<file path="src/hw/rtl/grcf_pkg.sv">
`timescale 1ns / 1ps
`default_nettype none
// ----------------------------------------------------------------------------
// grcf_pkg
// Shared widths, constants, register indexes and the queued item type for the
// gyro rate calibrate filter.
// ----------------------------------------------------------------------------
package grcf_pkg;

    localparam int CODE_W     = 10;   // width of one ADC code field
    localparam int RATE_W     = 28;   // Q20.8 rate
    localparam int GAIN_W     = 24;
    localparam int COEFF_W    = 17;
    localparam int SUM_W      = 32;
    localparam int CNT_W      = 4;
    localparam int CFG_IDX_W  = 1;
    localparam int CFG_DATA_W = 24;

    localparam int CAL_SAMPLES_DEF = 10;
    localparam int ADC_BITS_DEF    = 10;

    localparam int QUEUE_DEPTH = 2;

    localparam logic [GAIN_W-1:0]  GAIN_RESET  = GAIN_W'(107000);
    localparam logic [COEFF_W-1:0] COEFF_RESET = COEFF_W'(65536);
    localparam logic [COEFF_W-1:0] COEFF_ONE   = COEFF_W'(65536);

    // configuration register indexes
    localparam logic [CFG_IDX_W-1:0] CFG_SCALE_GAIN   = 1'b0;
    localparam logic [CFG_IDX_W-1:0] CFG_FILTER_COEFF = 1'b1;

    typedef struct packed {
        logic              cal;
        logic [CODE_W-1:0] x_code;
        logic [CODE_W-1:0] y_code;
    } t_item;

endpackage
`default_nettype wire

</file>
<file path="src/hw/rtl/grcf_front.sv">
`timescale 1ns / 1ps
`default_nettype none
// ----------------------------------------------------------------------------
// grcf_front
// Input stage: takes items off the input channel, masks the codes to the ADC
// width, tags calibration items and hands them to the queue.
// ----------------------------------------------------------------------------
module grcf_front #(
    parameter int ADC_BITS = grcf_pkg::ADC_BITS_DEF
) (
    input  wire logic                        i_clk,
    input  wire logic                        i_rst_n,
    input  wire logic                        i_in_valid,
    output logic                             o_in_stall,
    input  wire logic                        i_func,
    input  wire logic [grcf_pkg::CODE_W-1:0] i_x_code,
    input  wire logic [grcf_pkg::CODE_W-1:0] i_y_code,
    output logic                             o_push,
    output grcf_pkg::t_item                  o_item,
    input  wire logic                        i_q_full
);
    import grcf_pkg::*;

    localparam logic [CODE_W-1:0] CODE_MASK =
        (ADC_BITS >= CODE_W) ? {CODE_W{1'b1}} : CODE_W'((1 << ADC_BITS) - 1);

    logic  r_valid;
    t_item r_item;
    logic  w_accept;

    assign o_in_stall = r_valid && i_q_full;
    assign w_accept   = i_in_valid && !o_in_stall;
    assign o_push     = r_valid && !i_q_full;
    assign o_item     = r_item;

    always_ff @(posedge i_clk) begin
        if (!i_rst_n) begin
            r_valid <= 1'b0;
        end else if (w_accept) begin
            r_valid <= 1'b1;
        end else if (o_push) begin
            r_valid <= 1'b0;
        end
    end

    always_ff @(posedge i_clk) begin
        if (w_accept) begin
            r_item.cal    <= i_func;
            r_item.x_code <= i_x_code & CODE_MASK;
            r_item.y_code <= i_y_code & CODE_MASK;
        end
    end

endmodule
`default_nettype wire

</file>
<file path="src/hw/rtl/grcf_queue.sv">
`timescale 1ns / 1ps
`default_nettype none
// ----------------------------------------------------------------------------
// grcf_queue
// Short item queue between the input stage and the execution unit.
// ----------------------------------------------------------------------------
module grcf_queue (
    input  wire logic            i_clk,
    input  wire logic            i_rst_n,
    input  wire logic            i_push,
    input  wire grcf_pkg::t_item i_item,
    output logic                 o_full,
    output logic                 o_valid,
    output grcf_pkg::t_item      o_item,
    input  wire logic            i_pop
);
    import grcf_pkg::*;

    localparam int PTR_W = (QUEUE_DEPTH > 1) ? $clog2(QUEUE_DEPTH) : 1;
    localparam int CNT_QW = $clog2(QUEUE_DEPTH + 1);
    localparam logic [CNT_QW-1:0] DEPTH_C = CNT_QW'(QUEUE_DEPTH);
    localparam logic [PTR_W-1:0]  LAST_P  = PTR_W'(QUEUE_DEPTH - 1);

    t_item             r_mem [QUEUE_DEPTH];
    logic [PTR_W-1:0]  r_wr_ptr;
    logic [PTR_W-1:0]  r_rd_ptr;
    logic [CNT_QW-1:0] r_count;
    logic              w_push;
    logic              w_pop;

    assign o_full  = (r_count == DEPTH_C);
    assign o_valid = (r_count != '0);
    assign o_item  = r_mem[r_rd_ptr];
    assign w_push  = i_push && !o_full;
    assign w_pop   = i_pop && o_valid;

    always_ff @(posedge i_clk) begin
        if (!i_rst_n) begin
            r_wr_ptr <= '0;
            r_rd_ptr <= '0;
            r_count  <= '0;
        end else begin
            if (w_push) begin
                r_wr_ptr <= (r_wr_ptr == LAST_P) ? '0 : r_wr_ptr + 1'b1;
            end
            if (w_pop) begin
                r_rd_ptr <= (r_rd_ptr == LAST_P) ? '0 : r_rd_ptr + 1'b1;
            end
            if (w_push && !w_pop) begin
                r_count <= r_count + 1'b1;
            end else if (w_pop && !w_push) begin
                r_count <= r_count - 1'b1;
            end
        end
    end

    always_ff @(posedge i_clk) begin
        if (w_push) begin
            r_mem[r_wr_ptr] <= i_item;
        end
    end

endmodule
`default_nettype wire

</file>
<file path="src/hw/rtl/grcf_back.sv">
`timescale 1ns / 1ps
`default_nettype none
// ----------------------------------------------------------------------------
// grcf_back
// Execution unit: one shared multiplier for gain and filter products, the
// offset/filter/calibration state, a reciprocal-multiply mean unit and the
// result register. Also holds the configuration registers.
// ----------------------------------------------------------------------------
module grcf_back #(
    parameter int CAL_SAMPLES = grcf_pkg::CAL_SAMPLES_DEF
) (
    input  wire logic                            i_clk,
    input  wire logic                            i_rst_n,
    input  wire logic                            i_cfg_valid,
    input  wire logic [grcf_pkg::CFG_IDX_W-1:0]  i_cfg_index,
    input  wire logic [grcf_pkg::CFG_DATA_W-1:0] i_cfg_data,
    input  wire logic                            i_q_valid,
    input  wire grcf_pkg::t_item                 i_item,
    output logic                                 o_pop,
    output logic                                 o_out_valid,
    input  wire logic                            i_out_stall,
    output logic signed [grcf_pkg::RATE_W-1:0]   o_raw_rate_x,
    output logic signed [grcf_pkg::RATE_W-1:0]   o_raw_rate_y,
    output logic signed [grcf_pkg::RATE_W-1:0]   o_filt_rate_x,
    output logic signed [grcf_pkg::RATE_W-1:0]   o_filt_rate_y,
    output logic                                 o_calibrating,
    output logic                                 o_cal_done
);
    import grcf_pkg::*;

    localparam int MUL_A_W = GAIN_W + 1;
    localparam int MUL_B_W = RATE_W + 2;
    localparam int PROD_W  = MUL_A_W + MUL_B_W;
    localparam int WIDE_W  = 40;
    localparam int DPROD_W = 2 * SUM_W;

    // mean = (sum + half) * ceil(2^sh / n) >> sh, exact for dividends below
    // 2^(SUM_W-1), which a sum of n saturated rates never reaches
    localparam int     RCP_SH = SUM_W - 1 + $clog2(CAL_SAMPLES);
    localparam longint RCP_L  = ((longint'(1) << RCP_SH) + longint'(CAL_SAMPLES) - 1)
                                / longint'(CAL_SAMPLES);

    localparam logic signed [WIDE_W-1:0] RATE_MAX_W = WIDE_W'((1 << (RATE_W - 1)) - 1);
    localparam logic signed [WIDE_W-1:0] RATE_MIN_W = -WIDE_W'(1 << (RATE_W - 1));
    localparam logic [CNT_W-1:0]  CAL_N    = CNT_W'(CAL_SAMPLES);
    localparam logic [SUM_W-1:0]  HALF     = SUM_W'(CAL_SAMPLES / 2);
    localparam logic [SUM_W-1:0]  RCP_M    = SUM_W'(RCP_L);
    localparam logic signed [PROD_W-1:0] ROUND_C = PROD_W'(32768);

    localparam logic [2:0] S_IDLE = 3'd0;
    localparam logic [2:0] S_GY   = 3'd1;
    localparam logic [2:0] S_FX   = 3'd2;
    localparam logic [2:0] S_FY   = 3'd3;
    localparam logic [2:0] S_FW   = 3'd4;
    localparam logic [2:0] S_CAL  = 3'd5;
    localparam logic [2:0] S_DIV  = 3'd6;
    localparam logic [2:0] S_OUT  = 3'd7;

    function automatic logic signed [RATE_W-1:0] sat_rate(input logic signed [WIDE_W-1:0] v);
        logic signed [RATE_W-1:0] res;
        if (v > RATE_MAX_W) begin
            res = RATE_MAX_W[RATE_W-1:0];
        end else if (v < RATE_MIN_W) begin
            res = RATE_MIN_W[RATE_W-1:0];
        end else begin
            res = v[RATE_W-1:0];
        end
        return res;
    endfunction

    logic [2:0]                r_state;
    logic [GAIN_W-1:0]         r_gain;
    logic [COEFF_W-1:0]        r_coeff;
    logic signed [RATE_W-1:0]  r_off_x;
    logic signed [RATE_W-1:0]  r_off_y;
    logic signed [RATE_W-1:0]  r_filt_x;
    logic signed [RATE_W-1:0]  r_filt_y;
    logic [SUM_W-1:0]          r_sum_x;
    logic [SUM_W-1:0]          r_sum_y;
    logic [CNT_W-1:0]          r_cal_count;
    logic                      r_cal;
    logic                      r_done;
    logic [CODE_W-1:0]         r_code_y;
    logic signed [PROD_W-1:0]  r_prod;
    logic signed [RATE_W-1:0]  r_raw_x;
    logic signed [RATE_W-1:0]  r_raw_y;
    logic [SUM_W-1:0]          r_dq_x;
    logic [SUM_W-1:0]          r_dq_y;
    logic                      r_div_y;

    logic                      w_pop;
    logic                      w_out_free;
    logic [COEFF_W-1:0]        w_k;
    logic signed [MUL_A_W-1:0] w_mul_a;
    logic signed [MUL_B_W-1:0] w_mul_b;
    logic signed [PROD_W-1:0]  w_prod;
    logic [RATE_W-1:0]         w_rate;
    logic signed [RATE_W-1:0]  w_off_sel;
    logic signed [RATE_W-1:0]  w_raw;
    logic signed [RATE_W:0]    w_fdiff_x;
    logic signed [RATE_W:0]    w_fdiff_y;
    logic signed [PROD_W-1:0]  w_fsum;
    logic signed [WIDE_W-2:0]  w_fstep;
    logic signed [RATE_W-1:0]  w_filt_sel;
    logic signed [RATE_W-1:0]  w_filt_new;
    logic [CNT_W-1:0]          w_cnt_inc;
    logic                      w_cal_last;
    logic [SUM_W-1:0]          w_sum_x_new;
    logic [SUM_W-1:0]          w_sum_y_new;
    logic [SUM_W-1:0]          w_div_n;
    logic [DPROD_W-1:0]        w_div_prod;
    logic signed [RATE_W-1:0]  w_mean;

    assign w_pop      = (r_state == S_IDLE) && i_q_valid;
    assign o_pop      = w_pop;
    assign w_out_free = !o_out_valid || !i_out_stall;
    assign w_k        = (r_coeff > COEFF_ONE) ? COEFF_ONE : r_coeff;

    assign w_fdiff_x = (RATE_W + 1)'(r_raw_x) - (RATE_W + 1)'(r_filt_x);
    assign w_fdiff_y = (RATE_W + 1)'(r_raw_y) - (RATE_W + 1)'(r_filt_y);

    // shared multiplier: gain products first, then the two filter products
    always_comb begin
        case (r_state)
            S_IDLE: begin
                w_mul_a = MUL_A_W'({1'b0, r_gain});
                w_mul_b = MUL_B_W'({1'b0, i_item.x_code});
            end
            S_GY: begin
                w_mul_a = MUL_A_W'({1'b0, r_gain});
                w_mul_b = MUL_B_W'({1'b0, r_code_y});
            end
            S_FX: begin
                w_mul_a = MUL_A_W'({1'b0, w_k});
                w_mul_b = MUL_B_W'(w_fdiff_x);
            end
            S_FY: begin
                w_mul_a = MUL_A_W'({1'b0, w_k});
                w_mul_b = MUL_B_W'(w_fdiff_y);
            end
            default: begin
                w_mul_a = '0;
                w_mul_b = '0;
            end
        endcase
    end

    assign w_prod = PROD_W'(w_mul_a) * PROD_W'(w_mul_b);

    // unsigned gain product clamps at the largest positive rate
    assign w_rate = (|r_prod[PROD_W-1:RATE_W-1]) ? RATE_MAX_W[RATE_W-1:0]
                                                 : r_prod[RATE_W-1:0];
    assign w_off_sel = (r_state == S_GY) ? r_off_x : r_off_y;
    assign w_raw = sat_rate(WIDE_W'($signed({1'b0, w_rate[RATE_W-2:0]}))
                            - WIDE_W'(w_off_sel));

    // round half up, then arithmetic shift by 16
    assign w_fsum     = r_prod + ROUND_C;
    assign w_fstep    = (WIDE_W - 1)'(w_fsum >>> 16);
    assign w_filt_sel = (r_state == S_FY) ? r_filt_x : r_filt_y;
    assign w_filt_new = sat_rate(WIDE_W'(w_filt_sel) + WIDE_W'(w_fstep));

    assign w_cnt_inc   = r_cal_count + 1'b1;
    assign w_cal_last  = (w_cnt_inc >= CAL_N);
    assign w_sum_x_new = r_sum_x + SUM_W'(r_raw_x[RATE_W-2:0]);
    assign w_sum_y_new = r_sum_y + SUM_W'(r_raw_y[RATE_W-2:0]);

    // mean of one axis per cycle, x first
    assign w_div_n    = r_div_y ? r_dq_y : r_dq_x;
    assign w_div_prod = DPROD_W'(w_div_n) * DPROD_W'(RCP_M);
    assign w_mean     = w_div_prod[RCP_SH+RATE_W-1:RCP_SH];

    always_ff @(posedge i_clk) begin
        if (!i_rst_n) begin
            r_gain  <= GAIN_RESET;
            r_coeff <= COEFF_RESET;
        end else if (i_cfg_valid) begin
            case (i_cfg_index)
                CFG_SCALE_GAIN:   r_gain  <= i_cfg_data[GAIN_W-1:0];
                CFG_FILTER_COEFF: r_coeff <= i_cfg_data[COEFF_W-1:0];
                default:          r_gain  <= r_gain;
            endcase
        end
    end

    always_ff @(posedge i_clk) begin
        if (!i_rst_n) begin
            r_state     <= S_IDLE;
            r_off_x     <= '0;
            r_off_y     <= '0;
            r_filt_x    <= '0;
            r_filt_y    <= '0;
            r_sum_x     <= '0;
            r_sum_y     <= '0;
            r_cal_count <= '0;
            r_done      <= 1'b0;
        end else begin
            case (r_state)
                S_IDLE: begin
                    if (w_pop) begin
                        r_done <= 1'b0;
                        // first calibration item starts from a clean slate
                        if (i_item.cal && (r_cal_count == '0)) begin
                            r_off_x  <= '0;
                            r_off_y  <= '0;
                            r_filt_x <= '0;
                            r_filt_y <= '0;
                            r_sum_x  <= '0;
                            r_sum_y  <= '0;
                        end
                        r_state <= S_GY;
                    end
                end
                S_GY: r_state <= S_FX;
                S_FX: r_state <= r_cal ? S_CAL : S_FY;
                S_FY: begin
                    r_filt_x <= w_filt_new;
                    r_state  <= S_FW;
                end
                S_FW: begin
                    r_filt_y <= w_filt_new;
                    r_state  <= S_OUT;
                end
                S_CAL: begin
                    r_sum_x     <= w_sum_x_new;
                    r_sum_y     <= w_sum_y_new;
                    r_cal_count <= w_cal_last ? '0 : w_cnt_inc;
                    r_state     <= w_cal_last ? S_DIV : S_OUT;
                end
                S_DIV: begin
                    if (!r_div_y) begin
                        r_off_x  <= w_mean;
                        r_filt_x <= w_mean;
                    end else begin
                        r_off_y  <= w_mean;
                        r_filt_y <= w_mean;
                        r_done   <= 1'b1;
                        r_state  <= S_OUT;
                    end
                end
                S_OUT: begin
                    if (w_out_free) begin
                        r_state <= S_IDLE;
                    end
                end
                default: r_state <= S_IDLE;
            endcase
        end
    end

    // datapath registers
    always_ff @(posedge i_clk) begin
        case (r_state)
            S_IDLE: begin
                if (w_pop) begin
                    r_cal    <= i_item.cal;
                    r_code_y <= i_item.y_code;
                    r_prod   <= w_prod;
                end
            end
            S_GY: begin
                r_raw_x <= w_raw;
                r_prod  <= w_prod;
            end
            S_FX: begin
                r_raw_y <= w_raw;
                r_prod  <= w_prod;
            end
            S_FY: r_prod <= w_prod;
            S_CAL: begin
                r_dq_x  <= w_sum_x_new + HALF;
                r_dq_y  <= w_sum_y_new + HALF;
                r_div_y <= 1'b0;
            end
            S_DIV: r_div_y <= 1'b1;
            default: r_prod <= r_prod;
        endcase
    end

    // result register
    always_ff @(posedge i_clk) begin
        if (!i_rst_n) begin
            o_out_valid <= 1'b0;
        end else if ((r_state == S_OUT) && w_out_free) begin
            o_out_valid <= 1'b1;
        end else if (!i_out_stall) begin
            o_out_valid <= 1'b0;
        end
    end

    always_ff @(posedge i_clk) begin
        if ((r_state == S_OUT) && w_out_free) begin
            o_raw_rate_x  <= r_raw_x;
            o_raw_rate_y  <= r_raw_y;
            o_filt_rate_x <= r_filt_x;
            o_filt_rate_y <= r_filt_y;
            o_calibrating <= (r_cal_count != '0);
            o_cal_done    <= r_done;
        end
    end

    a_count_below_n: assert property (@(posedge i_clk) disable iff (!i_rst_n)
        r_cal_count < CAL_N)
        else $error("calibration count reached the sample count");

    a_offsets_clear: assert property (@(posedge i_clk) disable iff (!i_rst_n)
        (r_cal_count != '0) |-> (r_off_x == '0) && (r_off_y == '0))
        else $error("offset not cleared during calibration");

    a_done_ends_cal: assert property (@(posedge i_clk) disable iff (!i_rst_n)
        (o_out_valid && o_cal_done) |-> !o_calibrating)
        else $error("calibration still flagged on completing result");

    a_div_finish: assert property (@(posedge i_clk) disable iff (!i_rst_n)
        ((r_state == S_DIV) && r_div_y) |=> (r_state == S_OUT) && r_done)
        else $error("mean unit did not hand over to the result stage");

    a_pop_leaves_idle: assert property (@(posedge i_clk) disable iff (!i_rst_n)
        w_pop |=> (r_state == S_GY))
        else $error("item taken without starting the gain products");

endmodule
`default_nettype wire

</file>
<file path="src/hw/rtl/gyro_rate_calibrate_filter.sv">
`timescale 1ns / 1ps
`default_nettype none
// ----------------------------------------------------------------------------
// gyro_rate_calibrate_filter
// Two-axis gyro rate conditioner: gain scaling, offset removal, low-pass
// filter and offset calibration by averaging calibration samples.
// ----------------------------------------------------------------------------
// Channels: i_in_valid / o_in_stall carries func, x_code, y_code; o_out_valid /
//   i_out_stall carries one result per item. A transfer happens on a clock edge
//   with valid high and stall low. Configuration writes (i_cfg_index 0
//   scale_gain, 1 filter_coeff) are always taken; write them only while idle.
// Timing: an input register and a two-entry queue feed an execution unit with
//   one shared multiplier, which takes one item at a time. A measure item passes
//   the states IDLE, GY, FX, FY, FW and OUT (two gain and two filter products),
//   a calibration item IDLE, GY, FX, CAL and OUT, and the item that completes a
//   calibration also DIV, once per axis, for the reciprocal multiplies of the means.
// Reset: synchronous, active low; offsets, filter state and sums cleared,
//   gain back to 107000 and coefficient to 1.0.
// Stall: a stalled result holds in the output register, the execution unit
//   waits, the queue fills and o_in_stall rises once the input register backs up.
// ----------------------------------------------------------------------------
module gyro_rate_calibrate_filter #(
    parameter int CAL_SAMPLES = grcf_pkg::CAL_SAMPLES_DEF,
    parameter int ADC_BITS    = grcf_pkg::ADC_BITS_DEF
) (
    input  wire logic                            i_clk,
    input  wire logic                            i_rst_n,
    input  wire logic                            i_cfg_valid,
    output logic                                 o_cfg_ready,
    input  wire logic [grcf_pkg::CFG_IDX_W-1:0]  i_cfg_index,
    input  wire logic [grcf_pkg::CFG_DATA_W-1:0] i_cfg_data,
    input  wire logic                            i_in_valid,
    output logic                                 o_in_stall,
    input  wire logic                            i_func,
    input  wire logic [grcf_pkg::CODE_W-1:0]     i_x_code,
    input  wire logic [grcf_pkg::CODE_W-1:0]     i_y_code,
    output logic                                 o_out_valid,
    input  wire logic                            i_out_stall,
    output logic signed [grcf_pkg::RATE_W-1:0]   o_raw_rate_x,
    output logic signed [grcf_pkg::RATE_W-1:0]   o_raw_rate_y,
    output logic signed [grcf_pkg::RATE_W-1:0]   o_filt_rate_x,
    output logic signed [grcf_pkg::RATE_W-1:0]   o_filt_rate_y,
    output logic                                 o_calibrating,
    output logic                                 o_cal_done
);
    import grcf_pkg::*;

    logic  w_push;
    t_item w_front_item;
    logic  w_q_full;
    logic  w_q_valid;
    t_item w_q_item;
    logic  w_pop;

    assign o_cfg_ready = 1'b1;

    grcf_front #(
        .ADC_BITS (ADC_BITS)
    ) u_front (
        .i_clk      (i_clk),
        .i_rst_n    (i_rst_n),
        .i_in_valid (i_in_valid),
        .o_in_stall (o_in_stall),
        .i_func     (i_func),
        .i_x_code   (i_x_code),
        .i_y_code   (i_y_code),
        .o_push     (w_push),
        .o_item     (w_front_item),
        .i_q_full   (w_q_full)
    );

    grcf_queue u_queue (
        .i_clk   (i_clk),
        .i_rst_n (i_rst_n),
        .i_push  (w_push),
        .i_item  (w_front_item),
        .o_full  (w_q_full),
        .o_valid (w_q_valid),
        .o_item  (w_q_item),
        .i_pop   (w_pop)
    );

    grcf_back #(
        .CAL_SAMPLES (CAL_SAMPLES)
    ) u_back (
        .i_clk         (i_clk),
        .i_rst_n       (i_rst_n),
        .i_cfg_valid   (i_cfg_valid),
        .i_cfg_index   (i_cfg_index),
        .i_cfg_data    (i_cfg_data),
        .i_q_valid     (w_q_valid),
        .i_item        (w_q_item),
        .o_pop         (w_pop),
        .o_out_valid   (o_out_valid),
        .i_out_stall   (i_out_stall),
        .o_raw_rate_x  (o_raw_rate_x),
        .o_raw_rate_y  (o_raw_rate_y),
        .o_filt_rate_x (o_filt_rate_x),
        .o_filt_rate_y (o_filt_rate_y),
        .o_calibrating (o_calibrating),
        .o_cal_done    (o_cal_done)
    );

endmodule
`default_nettype wire
</file>
<file path="config.mk">
export PLATFORM = sky130hd
export DESIGN_NAME = gyro_rate_calibrate_filter
export DESIGN_NICKNAME = d
export VERILOG_FILES = /design/src/hw/rtl/grcf_pkg.sv /design/src/hw/rtl/grcf_front.sv /design/src/hw/rtl/grcf_queue.sv /design/src/hw/rtl/grcf_back.sv /design/src/hw/rtl/gyro_rate_calibrate_filter.sv
export SDC_FILE = /design/constraint.sdc
export NUM_CORES = 2
export LEC_CHECK = 0
export BUFFER_PORTS_ARGS = -buffer_cell sky130_fd_sc_hd__clkbuf_2
export CAP_MARGIN = 5
export CORE_UTILIZATION = 30
export DETAILED_ROUTE_END_ITERATION = 10
export MAX_ROUTING_LAYER = met4
export PLACE_DENSITY = 0.46
export SYNTH_ARGS = -nofsm -noshare
export SYNTH_HDL_FRONTEND = slang
export SYNTH_HIERARCHICAL = 1
export SYNTH_SLANG_ARGS = --single-unit
</file>
<file path="constraint.sdc">
create_clock -name i_clk -period 28.2 [get_ports i_clk]
set_input_delay 1.41 -clock i_clk [delete_from_list [all_inputs] [get_ports i_clk]]
set_output_delay 1.41 -clock i_clk [all_outputs]
set_load 0.01 [all_outputs]
</file>
==> impl_table.tex <==
\begin{tabular}{lr}
\hline
Metric & Value \\
\hline
\multicolumn{2}{l}{\textbf{STA}} \\
\quad Final critical-path required period & 11.86 ns \\
\quad Setup\_tns & 0 ns \\
\quad Achievable Freq & 84.3 MHz \\
\quad Setup violation total in the final timing report & 0 \\
\quad Setup Skew & around 0.085 ns \\
\quad Post-layout worst setup margin & about 16 ns \\
\quad Worst relative slew slack & 8.02\% \\
\quad Slew at the pin closest to its max-slew limit & $\sim$1.4 ns \\
\quad Final hold violations & 0 \\
\quad Final clock period utilization by the worst path & a little over two fifths \\
\quad Setup repair after global routing missed its margin & false \\
\quad Count of final max-slew check failures & 0 \\
\multicolumn{2}{l}{\textbf{Yosys}} \\
\quad Sequential cell area fraction in the yosys report & 20.9\% \\
\quad Mux contribution to synthesized area & 1.40\% \\
\quad Portion of synthesized cell area occupied by the leading cell type & 30.6\% \\
\quad Number of instances in the synthesized netlist & 7760 \\
\quad Simple-gate share of the synthesized area & 11.3\% \\
\quad Most common cell in the synthesized netlist & sky130\_fd\_sc\_hd\_\_inv\_1 \\
\quad Cell taking the most area after synthesis & sky130\_fd\_sc\_hd\_\_fa\_1 \\
\quad Most area-consuming cells after synthesis & sky130\_fd\_sc\_hd\_\_fa\_1 31\%, sky130\_fd\_sc\_hd\_\_edfxtp\_1 15\%, sky130\_fd\_sc\_hd\_\_ha\_1 11\% \\
\quad Area share of xor/xnor cells in the synthesized design & a little under 4\% \\
\quad Number of distinct standard cells referenced by the synthesized netlist & 116 \\
\quad Adder-cell share of the synthesized area & 41.9\% \\
\quad Compound-cell area share of the yosys netlist & 11.1\% \\
\quad Prevailing post-synth register cell & sky130\_fd\_sc\_hd\_\_edfxtp\_1 \\
\quad Post-synth EDFFs & between 300 and 400 \\
\quad Most numerous cell types in the synthesized netlist & 1611 x sky130\_fd\_sc\_hd\_\_inv\_1, 1139 x sky130\_fd\_sc\_hd\_\_fa\_1, 778 x sky130\_fd\_sc\_hd\_\_nand2\_1, 665 x sky130\_fd\_sc\_hd\_\_ha\_1, 426 x sky130\_fd\_sc\_hd\_\_nor2\_1 \\
\quad Flip-flop and latch count after synthesis & slightly below 600 \\
\quad Proportion of register bits with asynchronous set or reset after synthesis & 0\% \\
\quad Count of yosys warnings during synthesis & 6 \\
\quad Largest family of logic cells by synthesized area & adder cells \\
\quad Cell Area, Synth & 0.0745 mm² \\
\quad Avg Synthesized Cell Area & 9.59 µm² \\
\multicolumn{2}{l}{\textbf{Floorplanning}} \\
\quad Die height & around 500 µm \\
\quad Total Die Area & 0.250 mm² \\
\quad Core area & 0.246 mm² \\
\quad Die X & 500 µm \\
\quad Cell row count & 182 \\
\quad Effective utilization at floorplan & 30.2\% \\
\quad Number of placed I/O pins & 168 \\
\multicolumn{2}{l}{\textbf{GRT}} \\
\quad Global-route total usage across every layer & between 20\% and 30\% \\
\quad Antenna violations before repair & 3 \\
\quad First-pass GRT wire length & 388000 µm \\
\quad Via count of the first global-routing pass & 58532 \\
\quad Aggregate global routing overflow & 0 \\
\quad Largest net degree at the start of global routing & 83 \\
\multicolumn{2}{l}{\textbf{Routing}} \\
\quad Routed via count & 55271 \\
\quad Detail-routed net length per standard cell & 22.9 µm \\
\quad Number of search-and-repair iterations in the first detailed-routing pass & 6 \\
\quad Initial DRC Count & 3745 \\
\quad Highest routing layer actually used & met4 \\
\quad Met3 wire length & 10500 µm \\
\quad Post-detailed-route count of antenna-violating nets & 0 \\
\quad Met1 wire length & 110000 µm \\
\quad Via density per instance & 4.86 \\
\quad Post-route DRC & 0 \\
\quad Wire length after detailed routing & 260000 µm \\
\quad Wire length on met2 & approximately 130000 µm \\
\multicolumn{2}{l}{\textbf{Cells and area}} \\
\quad Post-layout nets & 9848 \\
\quad Synth-to-Final Area Change & 11.0\% \\
\quad Ratio of cells with drive above 1 in the final layout & between 6 and 7\% \\
\multicolumn{2}{l}{\textbf{Place}} \\
\quad Number of buffers inserted by port buffering & 166 \\
\quad Post-detailed-placement half-perimeter wirelength & 217000 µm \\
\quad Final weighted congestion of routability-driven global placement & 0.965 \\
\quad Pre-CTS setup slack & 16.51 ns \\
\multicolumn{2}{l}{\textbf{CTS}} \\
\quad Sink Count & just under 600 \\
\quad Number of buffers added by the clock tree synthesis step & 75 \\
\quad Clock root cell & sky130\_fd\_sc\_hd\_\_clkbuf\_16 \\
\quad Source-to-sink clock delay at the later pin of the worst-skew pair & 0.74 ns \\
\quad Clk pin slew, worst setup/hold paths & 0.06 ns \\
\quad Total setup buffers inserted after CTS & 0 \\
\quad Cts repair resizes & 0 \\
\quad H-tree lvl count & 3 \\
\quad CTS tree & built \\
\quad Number of hold buffers added after cts & 0 \\
\quad Number of buffers on the longest clock path & 3 \\
\multicolumn{2}{l}{\textbf{Worst setup path}} \\
\quad Delay of the slowest cell on the worst path & $\sim$1.1 ns \\
\quad WP data arrival & 12.26 ns \\
\quad Category of the worst setup path launch point & register \\
\quad Setup Crit Path Kind & reg -> reg \\
\quad Cell with the largest stage delay on the worst path & sky130\_fd\_sc\_hd\_\_o221ai\_1 \\
\quad Most repeated library cell on the critical path & sky130\_fd\_sc\_hd\_\_fa\_1 \\
\quad Max FO, Critical Path & 7 \\
\quad Critical path required time & 28.60 ns \\
\quad Critical path capture point type & register \\
\multicolumn{2}{l}{\textbf{Run status}} \\
\quad Outcome & completed \\
\multicolumn{2}{l}{\textbf{Worst hold path}} \\
\quad Hold Path Class & reg -> reg \\
\multicolumn{2}{l}{\textbf{Run}} \\
\quad Maxcap violations & 0 \\
\hline
\end{tabular}
per-layer routing:
metal	GRT usage (%)	up-vias
met2	36.4	1483
li1	-	25452
met3	1.98	387
met4	8.76	0
met1	26.4	27949
met5	-	-
registers in the layout, indices dropped and copies added (netlist names), 4 cells and up, named ones only:
signal                cells
u_back/o_filt_rate_x     28
u_back/o_filt_rate_y     28
u_back/o_raw_rate_x      28
u_back/o_raw_rate_y      28
u_back/r_cal_count        4
u_back/r_code_y          10
u_back/r_coeff           17
u_back/r_dq_x            32
u_back/r_dq_y            32
u_back/r_filt_x          28
u_back/r_filt_y          28
u_back/r_gain            24
u_back/r_off_x           28
u_back/r_off_y           28
u_back/r_prod            55
u_back/r_raw_x           28
u_back/r_raw_y           28
u_back/r_sum_x           32
u_back/r_sum_y           32
u_front/o_item           21
u_queue/r_mem            42
per-stage QoR:
step | utilization, % | instance area, µm² | hold slack [ns] | cells
final | 33.5 | 82600 | 0.449 | 11377
after global routing | 33.5 | 82600 | 0.468 | 11375
after CTS | 33.5 | 82600 | 0.450 | 11367
after detailed placement | 32.4 | 79800 | 0.440 | 11228
after global placement | 32.4 | 79800 | 0.436 | 11228
after floorplan | - | 75000 | 0.408 | 7898
layout make-up:
class | count | area [µm²]
Clock buffer | 99 | 2110
Inverter | 1616 | 6070
Clock inverter | 40 | 624
Sequential cell | 596 | 15600
Fill cell | 25645 | 164000
Timing Repair Buffer | 256 | 1510
Antenna cell | 10 | 25.0
Multi-Input combinational cell | 5448 | 52500
Tap cell | 3312 | 4140
cells by family after synthesis:
family,count (synthesis)
AOI/OAI and AO/OA,1226
xor gates and xnor gates,337
adders and majority gates,1808
buffers and inverters,1854
DFF,596
muxes,95
other,3
and+or+nand+nor,1841
critical path, delay by kind of cell, from the launching register on:
family	cells	cell delay, ns
buffers and inverters	7	0.42
flip-flops	1	0.43
adder cells (fa/ha/maj)	10	4.31
AND/OR/NAND/NOR	7	1.57
AO/OA/AOI/OAI	14	4.78
placed cells by master, fill, tap and decap left out, drive strengths merged, types with 57 or more instances in the layout:
master / count
xor2: 127
a21o: 143
o21a: 57
buf: 90
dfxtp: 232
xnor2: 210
nand3: 151
and2: 101
o21ai: 214
ha: 665
fa: 1139
clkbuf: 265
inv: 1618
a22oi: 116
nor2: 427
nor3: 66
edfxtp: 364
a21oi: 325
nand2: 779
conb: 141
path summary, 6_finish.rpt:
path	slack, ns	end	from	cells past startpoint
worst max-delay path	16.34	u_back/r_prod[52]$_DFFE_PP_	u_back/r_raw_x[0]$_DFFE_PP_	38
worst min-delay path	0.45	u_back/r_off_y[15]$_SDFFE_PN0P_	u_back/r_off_y[15]$_SDFFE_PN0P_	2
worst max register to register	16.34	u_back/r_prod[52]$_DFFE_PP_	u_back/r_raw_x[0]$_DFFE_PP_	38
worst min register to register	0.45	u_back/r_off_y[15]$_SDFFE_PN0P_	u_back/r_off_y[15]$_SDFFE_PN0P_	2
Power is not shown: default switching activity piles up to over one toggle a cycle in this logic, so the estimate is an artifact.
